$ cat src/rtl/core/dnl_pkg.sv
// ----------------------------------------------------------------------------
// dnl_pkg
// shared constants, codes and controller/datapath types of the directory
// name lookup
// ----------------------------------------------------------------------------
package dnl_pkg;

    // default sizes of the directory table
    localparam int ENTRIES_DEF    = 64;
    localparam int NAME_BYTES_DEF = 32;

    // fixed port field widths
    localparam int CMD_W  = 2;
    localparam int IDX_W  = 6;
    localparam int POS_W  = 5;
    localparam int BYTE_W = 8;
    localparam int WORD_W = 32;

    // command codes
    localparam logic [CMD_W-1:0] CMD_NAME   = 2'd0;
    localparam logic [CMD_W-1:0] CMD_ENTRY  = 2'd1;
    localparam logic [CMD_W-1:0] CMD_LOOKUP = 2'd2;

    localparam logic [BYTE_W-1:0] NUL_CHAR = 8'h00;

    typedef enum logic [2:0] {
        S_CLEAR,
        S_IDLE,
        S_CHAR,
        S_TERM,
        S_SCAN,
        S_READ
    } t_state;

    // controller to datapath
    typedef struct packed {
        logic clr_step;
        logic name_wr;
        logic ent_wr;
        logic row_rd;
        logic cmp_char;
        logic build_mask;
        logic scan_step;
        logic tbl_rd;
        logic out_hit;
        logic out_miss;
    } t_dp_cmd;

    // datapath to controller
    typedef struct packed {
        logic clr_done;
        logic mask_empty;
        logic mask_lsb;
    } t_dp_status;

endpackage

$ cat src/rtl/core/dnl_ctrl.sv
// ----------------------------------------------------------------------------
// dnl_ctrl
// sequencer of the directory name lookup: clearing pass, item decode,
// character compare, terminator scan and result
// ----------------------------------------------------------------------------
module dnl_ctrl (
    input  logic                        i_clk,
    input  logic                        i_rst_n,
    input  logic                        start,
    input  logic [dnl_pkg::CMD_W-1:0]   i_cmd,
    input  logic                        i_last,
    input  dnl_pkg::t_dp_status         i_status,
    output dnl_pkg::t_dp_cmd            o_dp_cmd,
    output logic                        busy
);

    dnl_pkg::t_state r_state;
    dnl_pkg::t_state n_state;
    logic            accept;

    assign accept = start && (r_state == dnl_pkg::S_IDLE);
    assign busy   = (r_state != dnl_pkg::S_IDLE);

    always_ff @(posedge i_clk) begin
        if (!i_rst_n) begin
            r_state <= dnl_pkg::S_CLEAR;
        end else begin
            r_state <= n_state;
        end
    end

    // next state
    always_comb begin
        n_state = r_state;
        case (r_state)
            dnl_pkg::S_CLEAR: begin
                if (i_status.clr_done) n_state = dnl_pkg::S_IDLE;
            end
            dnl_pkg::S_IDLE: begin
                if (accept && (i_cmd == dnl_pkg::CMD_LOOKUP)) begin
                    n_state = i_last ? dnl_pkg::S_TERM : dnl_pkg::S_CHAR;
                end
            end
            dnl_pkg::S_CHAR: n_state = dnl_pkg::S_IDLE;
            dnl_pkg::S_TERM: n_state = dnl_pkg::S_SCAN;
            dnl_pkg::S_SCAN: begin
                if (i_status.mask_empty)    n_state = dnl_pkg::S_IDLE;
                else if (i_status.mask_lsb) n_state = dnl_pkg::S_READ;
            end
            dnl_pkg::S_READ: n_state = dnl_pkg::S_IDLE;
            default:         n_state = dnl_pkg::S_CLEAR;
        endcase
    end

    // datapath commands
    always_comb begin
        o_dp_cmd = '0;
        case (r_state)
            dnl_pkg::S_CLEAR: o_dp_cmd.clr_step = 1'b1;
            dnl_pkg::S_IDLE: begin
                o_dp_cmd.name_wr = accept && (i_cmd == dnl_pkg::CMD_NAME);
                o_dp_cmd.ent_wr  = accept && (i_cmd == dnl_pkg::CMD_ENTRY);
                o_dp_cmd.row_rd  = accept && (i_cmd == dnl_pkg::CMD_LOOKUP);
            end
            dnl_pkg::S_CHAR: o_dp_cmd.cmp_char   = 1'b1;
            dnl_pkg::S_TERM: o_dp_cmd.build_mask = 1'b1;
            dnl_pkg::S_SCAN: begin
                o_dp_cmd.out_miss  = i_status.mask_empty;
                o_dp_cmd.tbl_rd    = !i_status.mask_empty && i_status.mask_lsb;
                o_dp_cmd.scan_step = !i_status.mask_empty && !i_status.mask_lsb;
            end
            dnl_pkg::S_READ: o_dp_cmd.out_hit = 1'b1;
            default:         o_dp_cmd = '0;
        endcase
    end

endmodule

$ cat config.mk
export PLATFORM = sky130hd
export DESIGN_NAME = dnl_ctrl
export DESIGN_NICKNAME = d
export VERILOG_FILES = /design/src/rtl/core/dnl_pkg.sv /design/src/rtl/core/dnl_ctrl.sv
export SDC_FILE = /design/constraint.sdc
export NUM_CORES = 1
export LEC_CHECK = 0
export ABC_AREA = 1
export BUFFER_PORTS_ARGS = -buffer_cell sky130_fd_sc_hd__buf_2
export CORE_AREA = 2 2 39 41
export CTS_BUF_LIST = sky130_fd_sc_hd__clkbuf_4 sky130_fd_sc_hd__clkbuf_8 sky130_fd_sc_hd__clkbuf_16
export CTS_CLUSTER_SIZE = 30
export DETAILED_ROUTE_END_ITERATION = 8
export DIE_AREA = 0 0 41 43
export GPL_TIMING_DRIVEN = 0
export MAX_ROUTING_LAYER = met4
export SYNTH_ARGS = -nofsm -noshare
export SYNTH_HDL_FRONTEND = slang
export SYNTH_SLANG_ARGS = --single-unit
$ cat constraint.sdc
create_clock -name i_clk -period 1 [get_ports i_clk]
set_clock_uncertainty 0.05 [all_clocks]
set_input_delay 0.15 -clock i_clk [delete_from_list [all_inputs] [get_ports i_clk]]
set_output_delay 0.15 -clock i_clk [all_outputs]
set_load 0.02 [all_outputs]
==> metrics.log, run 1 <==
INFO  metric slew-limit-headroom = just under 90%
INFO  metric finalWeightedCongestion = ~0.66
INFO  metric regMostFlops = r_state
INFO  metric critical_path.startpoint = r_state[0]
INFO  metric drc = 0
INFO  metric rsz0062_at_grt = true
INFO  metric via_count = roughly 400
INFO  metric worstPathArrival = around 1.2 ns
INFO  metric cts.sink_count = 3
INFO  metric hp-start = i_rst_n
INFO  metric synth_async_sr_flop_share = 0%
INFO  metric final-setup-viol-count = 12
INFO  metric synth_enable_flop_cells = 0
INFO  metric max_freq = ~700 MHz
INFO  metric syn-num-nets = 58
INFO  metric syn_avg_cell_area = 5.59 sq um
INFO  metric first_global_vias = approximately 370
INFO  metric die_w = 41 um
INFO  metric r2r.worst_path.cells = 10
INFO  metric synth_top_area_share = a little over a fifth
INFO  metric largest_registers_in_the_final_layout = r_state: 3 flops
INFO  metric sequential_fraction_of_the_synthesis_area = approximately 22%
INFO  metric antenna_cells_inserted = 0
INFO  metric area.growth.synth_to_final = 128%
INFO  metric drv_cap = 0
INFO  metric post_synth_inst_count = 49
INFO  metric hpwlAfterDp = 560 um
INFO  metric finish.net_count = 90
INFO  metric synth_top_flop_cell = dfxtp_1
INFO  metric post_synth_num_cell_types = 13
INFO  metric finalHoldViolations = 0
INFO  metric drt-vias-per-instance = around 4.2
INFO  metric timing.critical_path.required = 0.80 ns
INFO  metric post_drt_wl_per_cell = 8.59 um
INFO  metric wire_length_of_the_first_global_routing_pass = approximately 1.4 mm
INFO  metric timing.final.max_slew_violations = 0
INFO  metric initial_core_util = between 10% and 20%
INFO  metric failed_checks = setup timing
INFO  metric synthesis.area = ~270 sq um
INFO  metric initial_antenna_violation_count = 0
INFO  metric floorplan.die_area = ~1800 sq um
INFO  metric yosysTopAreaCell = dfxtp_1
INFO  metric worst_setup_path_start_kind = register
INFO  metric die_y = around 43 um
INFO  metric tritoncts = done
INFO  metric cts-htree-levels = 1
INFO  metric fp-row-count = 14
INFO  metric clock_path_buffers = 2
INFO  metric reg2reg_from = r_state[0]
INFO  metric cts.clk_slew.worst_paths = 0.04 ns
INFO  metric setup.worst_path.end_class = output pin
INFO  metric timing.critical_path.to = o_dp_cmd[7]
INFO  metric drt_first_pass_iters = 1
INFO  metric worstReg2RegEnd = r_state[0]
INFO  metric cts_hold_repair.buffers = 0
INFO  metric boundaryPins = 20
INFO  metric yosysWarnings = 0
INFO  metric clk_latency = 0.24 ns
INFO  metric yosys_register_bits = 3
INFO  metric min_period_over_period = 143%
INFO  metric min-delay-path-class = in -> reg
INFO  metric dpl_worst_slack = -0.298 ns
INFO  metric power_density = about 880 nW/um^2
INFO  metric ys_top_cells_by_area = dfxtp_1 (22%), inv_1 (19%), nor2_1 (16%)
INFO  metric synthTopCellsByCount = inv_1 (14), nor2_1 (12), nand2_1 (5)
INFO  metric postLayoutCellArea = 626 sq um
INFO  metric drt_iter0_markers = 0
INFO  metric combined_global_route_utilization_of_all_metal_layers = about an eighth
INFO  metric antenna_left = 0
INFO  metric post_route_cells_drive_above_1_share = 65.0%
INFO  metric outcome = finished with violations
INFO  metric synth_most_common_cell = inv_1
INFO  metric worst_case_vdd_ir_drop = between 0.5 and 0.6 mV
INFO  metric setup_ws = -0.434 ns
INFO  metric r2r_setup_slack = -0.25 ns
INFO  metric reported_leakage_power = approximately 0.32 nW
INFO  metric dpl_cell_area = approximately 430 sq um
INFO  metric library_cell_used_as_clock_root_buffer = clkbuf_4
INFO  metric timing_worst_slew_pin_value = 0.196 ns
INFO  metric portBuffers = 19
INFO  metric totalWireLength = 825 um
INFO  metric grt_max_degree = 9
INFO  metric period_minus_slack = 1.43 ns
INFO  metric critPathKind = reg -> out
INFO  metric worst-path-max-fanout = 4
INFO  metric largest_register_ff_count = 3
INFO  metric tritoncts.num_buffers = 3
INFO  metric fp.coreArea = around 1400 sq um
INFO  metric grt-ovfl-total = 0
-- metal layers --
| metal | vias up | global-route usage, % | wire [um] |
|---|---|---|---|
| li1 | 206 | - | - |
| met1 | 183 | 10.9 | 283 |
| met2 | 18 | 18.8 | 466 |
| met3 | 0 | 7.85 | 76 |
| met4 | 0 | 4.00 | 0 |
| met5 | - | - | 0 |
-- cells in the final DEF (no fill, tap or decap), drive strengths merged --
master  Yosys  routed
nor2       12      12
inv        15      15
buf         1      28
nand3       4       4
o21ai       1       1
a21oi       1       1
dfxtp       3       3
nand2       6       6
clkbuf      0       4
nor3        6       6
-- where the power goes --
group | switching, mW | internal (mW)
combinational | 0.0929 | 0.0821
clock | 0.0699 | 0.177
sequential | 0.00542 | 0.122
total | 0.168 | 0.381
-- what timing repair did --
action | CTS | global route
gates resized for setup | 22 | 13
endpoints found under the setup margin | 13 | 14
gates cloned | 0 | 0
setup buffers | 6 | 2
pin swaps | 3 | 0
-- stage by stage --
stage               hold WS, ns  util [%]  cells  total power, mW  TNS [ns]
CTS                       0.131      41.0     94            0.546     -3.97
floorplan                 0.244         -     49            0.206    -0.812
global placement          0.379      31.3     84            0.244     -1.35
detailed placement        0.380      31.3     84            0.247     -1.49
finish                    0.130      45.2     96            0.550     -4.02
global route              0.133      45.2     96            0.604     -5.19
-- cells by family after synthesis --
kind of cell    count (synthesis)  synth area share (%)
compound gates                  2                  3.65
buf+inv                        16                  24.7
flops                           3                  21.9
simple gates                   28                  49.8
-- how the worst min path moves through the flow --
stage,endpoint,depth (start not counted),slack [ns]
3_5_place_dp,r_state[2],3,0.38
6_report,r_state[2],3,0.13
4_1_cts,r_state[2],3,0.13
3_3_place_gp,r_state[2],3,0.38
5_1_grt,r_state[2],3,0.13
2_1_floorplan,r_state[2],2,0.24
-- critical path: stages (launching register included) --
cell	delay [ns]
dfxtp_4	0.36
inv_4	0.04
nor3_4	0.22
nand2_4	0.11
nor3_4	0.14
buf_6	0.14
-- cell type report --
type                            count  area, sq um
Timing Repair Buffer               27          213
Multi-Input combinational cell     30          225
Clock buffer                        4         30.0
Fill cell                         152          758
Tap cell                           16         20.0
Sequential cell                     3         67.6
Inverter                           15         58.8
Buffer                              1         11.3
Power figures use the tool's default switching activity.
==> run 2: changes to the inputs <==
--- a/config.mk
+++ b/config.mk
@@ -14,6 +14,7 @@
 export DIE_AREA = 0 0 41 43
 export GPL_TIMING_DRIVEN = 0
 export MAX_ROUTING_LAYER = met4
+export PLACE_DENSITY = 0.46
 export SYNTH_ARGS = -nofsm -noshare
 export SYNTH_HDL_FRONTEND = slang
 export SYNTH_SLANG_ARGS = --single-unit
==> metrics.log, run 2 (synthesis gave the netlist of run 1 again) <==
INFO  metric outcome = finished with violations
INFO  metric failed_checks = setup timing
INFO  metric setup.worst_path.end_class = output pin
INFO  metric top_usage_layer = met2
INFO  metric dpl_cell_area = roughly 430 sq um
INFO  metric drt_iter0_markers = 3
INFO  metric timing.critical_path.required = roughly 0.80 ns
INFO  metric rsz0062_at_grt = true
INFO  metric critical_path_buf_inv_count = 2
INFO  metric timing_worst_slew_pin_value = about 0.2 ns
INFO  metric reported_leakage_power = between 0.3 and 0.4 nW
INFO  metric largest_registers_in_the_final_layout = r_state: 3 flops
INFO  metric finalWeightedCongestion = about 0.59
INFO  metric first_global_vias = between 300 and 400
INFO  metric worstPathArrival = 1.22 ns
INFO  metric die_y = ~43 um
INFO  metric final_common_cell = buf_6
INFO  metric clk_latency = about 0.23 ns
INFO  metric via_count = roughly 370
INFO  metric drt_first_pass_iters = 3
INFO  metric totalWireLength = 776 um
INFO  metric critPathKind = reg -> out
INFO  metric drv_cap = 0
INFO  metric worst_setup_path_start_kind = register
INFO  metric power_density = around 900 nW/um^2
INFO  metric post_drt_wl_per_cell = between 8 and 9 um
INFO  metric min_period_over_period = 142%
INFO  metric grt_max_degree = 6
INFO  metric worst_case_vdd_ir_drop = between 0.4 and 0.5 mV
INFO  metric tritoncts.num_buffers = 3
INFO  metric dpl_worst_slack = -0.292 ns
INFO  metric slew-limit-headroom = 86.6%
INFO  metric boundaryPins = 20
INFO  metric tritoncts = done
INFO  metric antenna_cells_inserted = 0
INFO  metric combined_global_route_utilization_of_all_metal_layers = between 10% and 20%
INFO  metric cts.clk_slew.worst_paths = approximately 0.040 ns
INFO  metric die_w = between 40 and 50 um
INFO  metric finalHoldViolations = 0
INFO  metric worst-path-max-fanout = 4
INFO  metric fp-row-count = 14
INFO  metric finish.net_count = a little under 90
INFO  metric initial_antenna_violation_count = 0
INFO  metric grt_use_met2 = 18.1%
INFO  metric grt-ovfl-total = 0
INFO  metric hpwlAfterDp = 546 um
INFO  metric drt-vias-per-instance = 4.00
INFO  metric antenna_left = 0
INFO  metric filler_cell_count = 142
INFO  metric regMostFlops = r_state
INFO  metric largest_register_ff_count = 3
INFO  metric final_design_utilization = between 40% and 50%
INFO  metric cts_hold_repair.buffers = 0
INFO  metric wire_length_of_the_first_global_routing_pass = 1.29 mm
INFO  metric max_freq = around 710 MHz
INFO  metric master_of_the_slowest_instance_on_the_critical_path = dfxtp_4
INFO  metric setup_ws = -0.416 ns
INFO  metric multi_input_comb_area = ~230 sq um
INFO  metric fp.coreArea = around 1400 sq um
INFO  metric floorplan.die_area = about 1800 sq um
INFO  metric post_route_cells_drive_above_1_share = 68.8%
INFO  metric critPathMaxStageDelay = roughly 0.35 ns
INFO  metric period_minus_slack = between 1 and 1.5 ns
INFO  metric met3_usage = 6.28%
INFO  metric cts.sink_count = 3
INFO  metric cts-htree-levels = 1
INFO  metric critical_path.cell_chain = inv_4 -> nor3_4 -> nand2_4 -> nor3_4 -> buf_6
INFO  metric path_common_cell = nor3_4
INFO  metric portBuffers = 19
INFO  metric drc = 0
INFO  metric layout.cells.most_common_list = buf_6 (10), inv_1 (8), buf_2 (8)
INFO  metric fin_total_pwr = between 500 and 600 uW
INFO  metric clock_path_buffers = 2
INFO  metric final-seq-area = a little over 70 sq um
INFO  metric area.growth.synth_to_final = 124%
INFO  metric final-setup-viol-count = 12
INFO  metric library_cell_used_as_clock_root_buffer = clkbuf_4
INFO  metric min-delay-path-class = in -> reg
INFO  metric timing.final.max_slew_violations = 0
INFO  metric crit_family = simple AND/OR/NAND/NOR gates
INFO  metric initial_core_util = around 20%
INFO  metric postLayoutCellArea = 613 sq um
INFO  metric met1_usage = 10.7%
## run 2: path summary, 6_finish.rpt
path               from          end  slack [ns]  cells after the start
max          r_state[0]  o_dp_cmd[7]       -0.42                      5
min             i_rst_n   r_state[2]        0.13                      3
max reg2reg  r_state[0]   r_state[0]       -0.15                      9
min reg2reg  r_state[1]   r_state[2]        0.51                      2
## run 2: per-layer routing
| layer | routed length [um] | vias to the layer above | share of wire (%) |
|---|---|---|---|
| met5 | 0 | - | 0 |
| li1 | - | 200 | - |
| met2 | 412 | 19 | 53 |
| met1 | 280 | 153 | 36 |
| met4 | 0 | 0 | 0 |
| met3 | 84 | 0 | 11 |
## run 2: area by class of cell
type | instances | area share [%]
Multi-Input combinational cell | 30 | 37.1
Timing Repair Buffer | 25 | 33.5
Inverter | 15 | 9.59
Sequential cell | 3 | 11.6
Tap cell | 16 | 3.27
Clock buffer | 4 | 4.90
## run 2: what timing repair did
action / in CTS / in global routing
resized for setup: 27 / 15
setup buffers: 6 / 1
pin swaps: 4 / 4
cloned: 0 / 0
setup endpoints to repair: 13 / 14
## run 2: where the power goes
| part | internal [mW] | switching [mW] | leakage (nW) | total, mW |
|---|---|---|---|---|
| registers | 0.120 | 0.00610 | 0.0266 | 0.126 |
| logic | 0.0788 | 0.0909 | 0.262 | 0.170 |
| clock network | 0.177 | 0.0635 | 0.0184 | 0.240 |
## run 2: worst register-to-register path, delay by kind of cell (launching register included)
family | cells | cell delay [ns]
buffers and inverters | 4 | 0.37
DFF | 1 | 0.34
and+or+nand+nor | 5 | 0.31
## run 2: stage by stage
step | instances | hold slack [ns] | setup TNS [ns]
global route | 93 | 0.154 | -4.74
global placement | 84 | 0.393 | -1.44
detailed placement | 84 | 0.383 | -1.46
finish | 93 | 0.135 | -3.78
CTS | 93 | 0.134 | -4.32
floorplan | 49 | 0.244 | -0.812
==> run 3: changes to the inputs <==
--- a/config.mk
+++ b/config.mk
@@ -5,8 +5,8 @@
 export SDC_FILE = /design/constraint.sdc
 export NUM_CORES = 1
 export LEC_CHECK = 0
-export ABC_AREA = 1
 export BUFFER_PORTS_ARGS = -buffer_cell sky130_fd_sc_hd__buf_2
+export CAP_MARGIN = 20
 export CORE_AREA = 2 2 39 41
 export CTS_BUF_LIST = sky130_fd_sc_hd__clkbuf_4 sky130_fd_sc_hd__clkbuf_8 sky130_fd_sc_hd__clkbuf_16
 export CTS_CLUSTER_SIZE = 30
@@ -14,7 +14,7 @@
 export DIE_AREA = 0 0 41 43
 export GPL_TIMING_DRIVEN = 0
 export MAX_ROUTING_LAYER = met4
-export PLACE_DENSITY = 0.46
+export PLACE_DENSITY = 0.45
 export SYNTH_ARGS = -nofsm -noshare
 export SYNTH_HDL_FRONTEND = slang
 export SYNTH_SLANG_ARGS = --single-unit
==> constraint.sdc (replaced) <==
create_clock -name i_clk -period 1 [get_ports i_clk]
set_clock_uncertainty 0.05 [all_clocks]
set_input_delay 0.1 -clock i_clk [delete_from_list [all_inputs] [get_ports i_clk]]
set_output_delay 0.1 -clock i_clk [all_outputs]
set_load 0.02 [all_outputs]
==> metrics.log, run 3 <==
INFO  metric post_drt_wl_per_cell = around 10 um
INFO  metric wire_length_of_the_first_global_routing_pass = 1.24 mm
INFO  metric largest_registers_in_the_final_layout = r_state: 3 flops
INFO  metric finalHoldViolations = 0
INFO  metric grt-ovfl-total = 0
INFO  metric cts-htree-levels = 1
INFO  metric critPathMaxStageDelay = roughly 0.42 ns
INFO  metric initial_antenna_violation_count = 0
INFO  metric postLayoutCellArea = between 600 and 700 sq um
INFO  metric post_synth_num_cell_types = 18
INFO  metric ys_top_cells_by_area = dfxtp_1 (22%), buf_6 (13%), nor3_1 (7.5%)
INFO  metric combined_global_route_utilization_of_all_metal_layers = approximately a tenth
INFO  metric min-delay-path-class = in -> reg
INFO  metric final_common_cell = buf_6
INFO  metric setup.worst_path.end_class = output pin
INFO  metric cts_hold_repair.buffers = 0
INFO  metric antenna_left = 0
INFO  metric fp.coreArea = approximately 1400 sq um
INFO  metric timing_worst_slew_pin_value = between 0.2 and 0.3 ns
INFO  metric critical_path.cell_chain = or3b_4 -> nor4b_4 -> buf_4
INFO  metric boundaryPins = 20
INFO  metric drt_iter0_markers = 2
INFO  metric synth_enable_flop_cells = 0
INFO  metric clk_latency = about 0.23 ns
INFO  metric antenna_cells_inserted = 0
INFO  metric failed_checks = setup timing
INFO  metric first_global_vias = ~340
INFO  metric initial_core_util = approximately 19%
INFO  metric via_count = approximately 350
INFO  metric slew-limit-headroom = between 80% and 90%
INFO  metric hpwlAfterDp = between 400 and 500 um
INFO  metric yosysTopAreaCell = dfxtp_1
INFO  metric yosys_register_bits = 3
INFO  metric drv_cap = 0
INFO  metric timing.critical_path.required = 0.85 ns
INFO  metric finalWeightedCongestion = between 0.6 and 0.7
INFO  metric finish.net_count = 73
INFO  metric floorplan.die_area = 1760 sq um
INFO  metric master_of_the_slowest_instance_on_the_critical_path = or3b_4
INFO  metric tritoncts.num_buffers = 3
INFO  metric totalWireLength = ~800 um
INFO  metric yosysWarnings = 0
INFO  metric worstPathArrival = 1.39 ns
INFO  metric dpl_cell_area = around 410 sq um
INFO  metric layout.cells.most_common_list = buf_6 (12), buf_2 (9), buf_4 (8)
INFO  metric worst_case_vdd_ir_drop = ~0.4 mV
INFO  metric area.growth.synth_to_final = 142%
INFO  metric drt-vias-per-instance = 4.38
INFO  metric clock_path_buffers = 2
INFO  metric period_minus_slack = around 1.5 ns
INFO  metric post_route_cells_drive_above_1_share = between 80% and 90%
INFO  metric sequential_fraction_of_the_synthesis_area = 22.4%
INFO  metric cts.sink_count = 3
INFO  metric largest_register_ff_count = 3
INFO  metric grt_max_degree = 10
INFO  metric library_cell_used_as_clock_root_buffer = clkbuf_4
INFO  metric max_freq = 650 MHz
INFO  metric synth_async_sr_flop_share = 0%
INFO  metric worst-path-max-fanout = 9
INFO  metric reported_leakage_power = slightly above 0.3 nW
INFO  metric outcome = finished with violations
INFO  metric final-setup-viol-count = 14
INFO  metric die_w = roughly 41 um
INFO  metric syn_avg_cell_area = roughly 8.6 sq um
INFO  metric tritoncts = done
INFO  metric fp-row-count = 14
INFO  metric synthTopCellsByCount = nor2_1 (4), nor3_1 (4), buf_6 (3), dfxtp_1 (3)
INFO  metric synth_top_flop_cell = dfxtp_1
INFO  metric cts.clk_slew.worst_paths = 0.03 ns
INFO  metric drt_first_pass_iters = 4
INFO  metric min_period_over_period = 154%
INFO  metric final_design_utilization = between 40% and 50%
INFO  metric power_density = between 800 and 900 nW/um^2
INFO  metric finalHoldWorstSlack = ~0.11 ns
INFO  metric synthesis.area = around 270 sq um
INFO  metric portBuffers = 19
INFO  metric rsz0062_at_grt = true
INFO  metric die_y = 43 um
INFO  metric drc = 0
INFO  metric setup_ws = -0.539 ns
INFO  metric timing.final.max_slew_violations = 0
INFO  metric syn-num-nets = 40
INFO  metric synth_top_area_share = approximately 22%
INFO  metric worst_setup_path_start_kind = register
INFO  metric post_synth_inst_count = 31
INFO  metric critPathKind = reg -> out
INFO  metric regMostFlops = r_state
[run 3: cell count changes after synthesis, sizes merged, moves of 2 or more]
cell	change
buf	+2
inv	-13
nand2	-4
nand3	-4
nand3b	+2
nor2	-8
nor3	-2
[run 3: path summary, 6_finish.rpt]
kind / start / to / slack, ns / depth (start not counted)
hold reg to reg: r_state[1] / r_state[0] / 0.56 / 2
setup reg to reg: r_state[0] / r_state[1] / -0.47 / 4
hold / removal: i_rst_n / r_state[0] / 0.11 / 3
setup / recovery: r_state[1] / o_dp_cmd[8] / -0.54 / 3
[run 3: cell families (layout without fill, tap and decap cells)]
group	after synthesis	in the layout	share of synthesized area, %
AND/OR/NAND/NOR	19	19	49.5
buffers and inverters	5	37	15.4
AO/OA/AOI/OAI	4	4	12.6
flip-flops	3	3	22.4
[run 3: final cells by class]
type                    instances  area, sq um
fillers                       138          737
repair buffers                 31          275
multi-input cells              23          243
flip-flops and latches          3         71.3
clock buffers                   4         30.0
well taps                      16         20.0
inverters                       2         7.51
[run 3: repair_timing]
action,4_1_cts,5_1_grt
buffers inserted,9,4
pin swaps,10,5
resized for setup,29,12
endpoints found under the setup margin,14,14
endpoints found under the hold margin,0,0
[run 3: routing by layer]
metal	vias to the layer above	global-route usage [%]	wire length [um]
li1	173	-	-
met1	157	9.58	283
met2	16	18.8	445
met3	0	3.66	76
met4	0	2.00	0
met5	-	-	0
[run 3: metrics by stage]
| step | setup TNS (ns) | instances | power (mW) | worst slack, ns |
|---|---|---|---|---|
| after floorplan | -2.89 | 31 | 0.205 | -0.407 |
| after global placement | -3.33 | 66 | 0.246 | -0.461 |
| after detailed placement | -3.26 | 66 | 0.245 | -0.449 |
| after CTS | -5.73 | 77 | 0.528 | -0.631 |
| after global routing | -6.08 | 79 | 0.563 | -0.586 |
| final | -5.44 | 79 | 0.522 | -0.539 |
[run 3: power breakdown]
| group | switching [mW] | internal [mW] |
|---|---|---|
| logic | 0.0753 | 0.0923 |
| clock network | 0.0537 | 0.176 |
| registers | 0.00532 | 0.120 |
| total | 0.134 | 0.388 |
[run 3: critical path: cells and delay by family (launching register included)]
family | cells | cell delay [ns]
and+or+nand+nor | 2 | 0.63
DFF | 1 | 0.36
buffers and inverters | 1 | 0.17
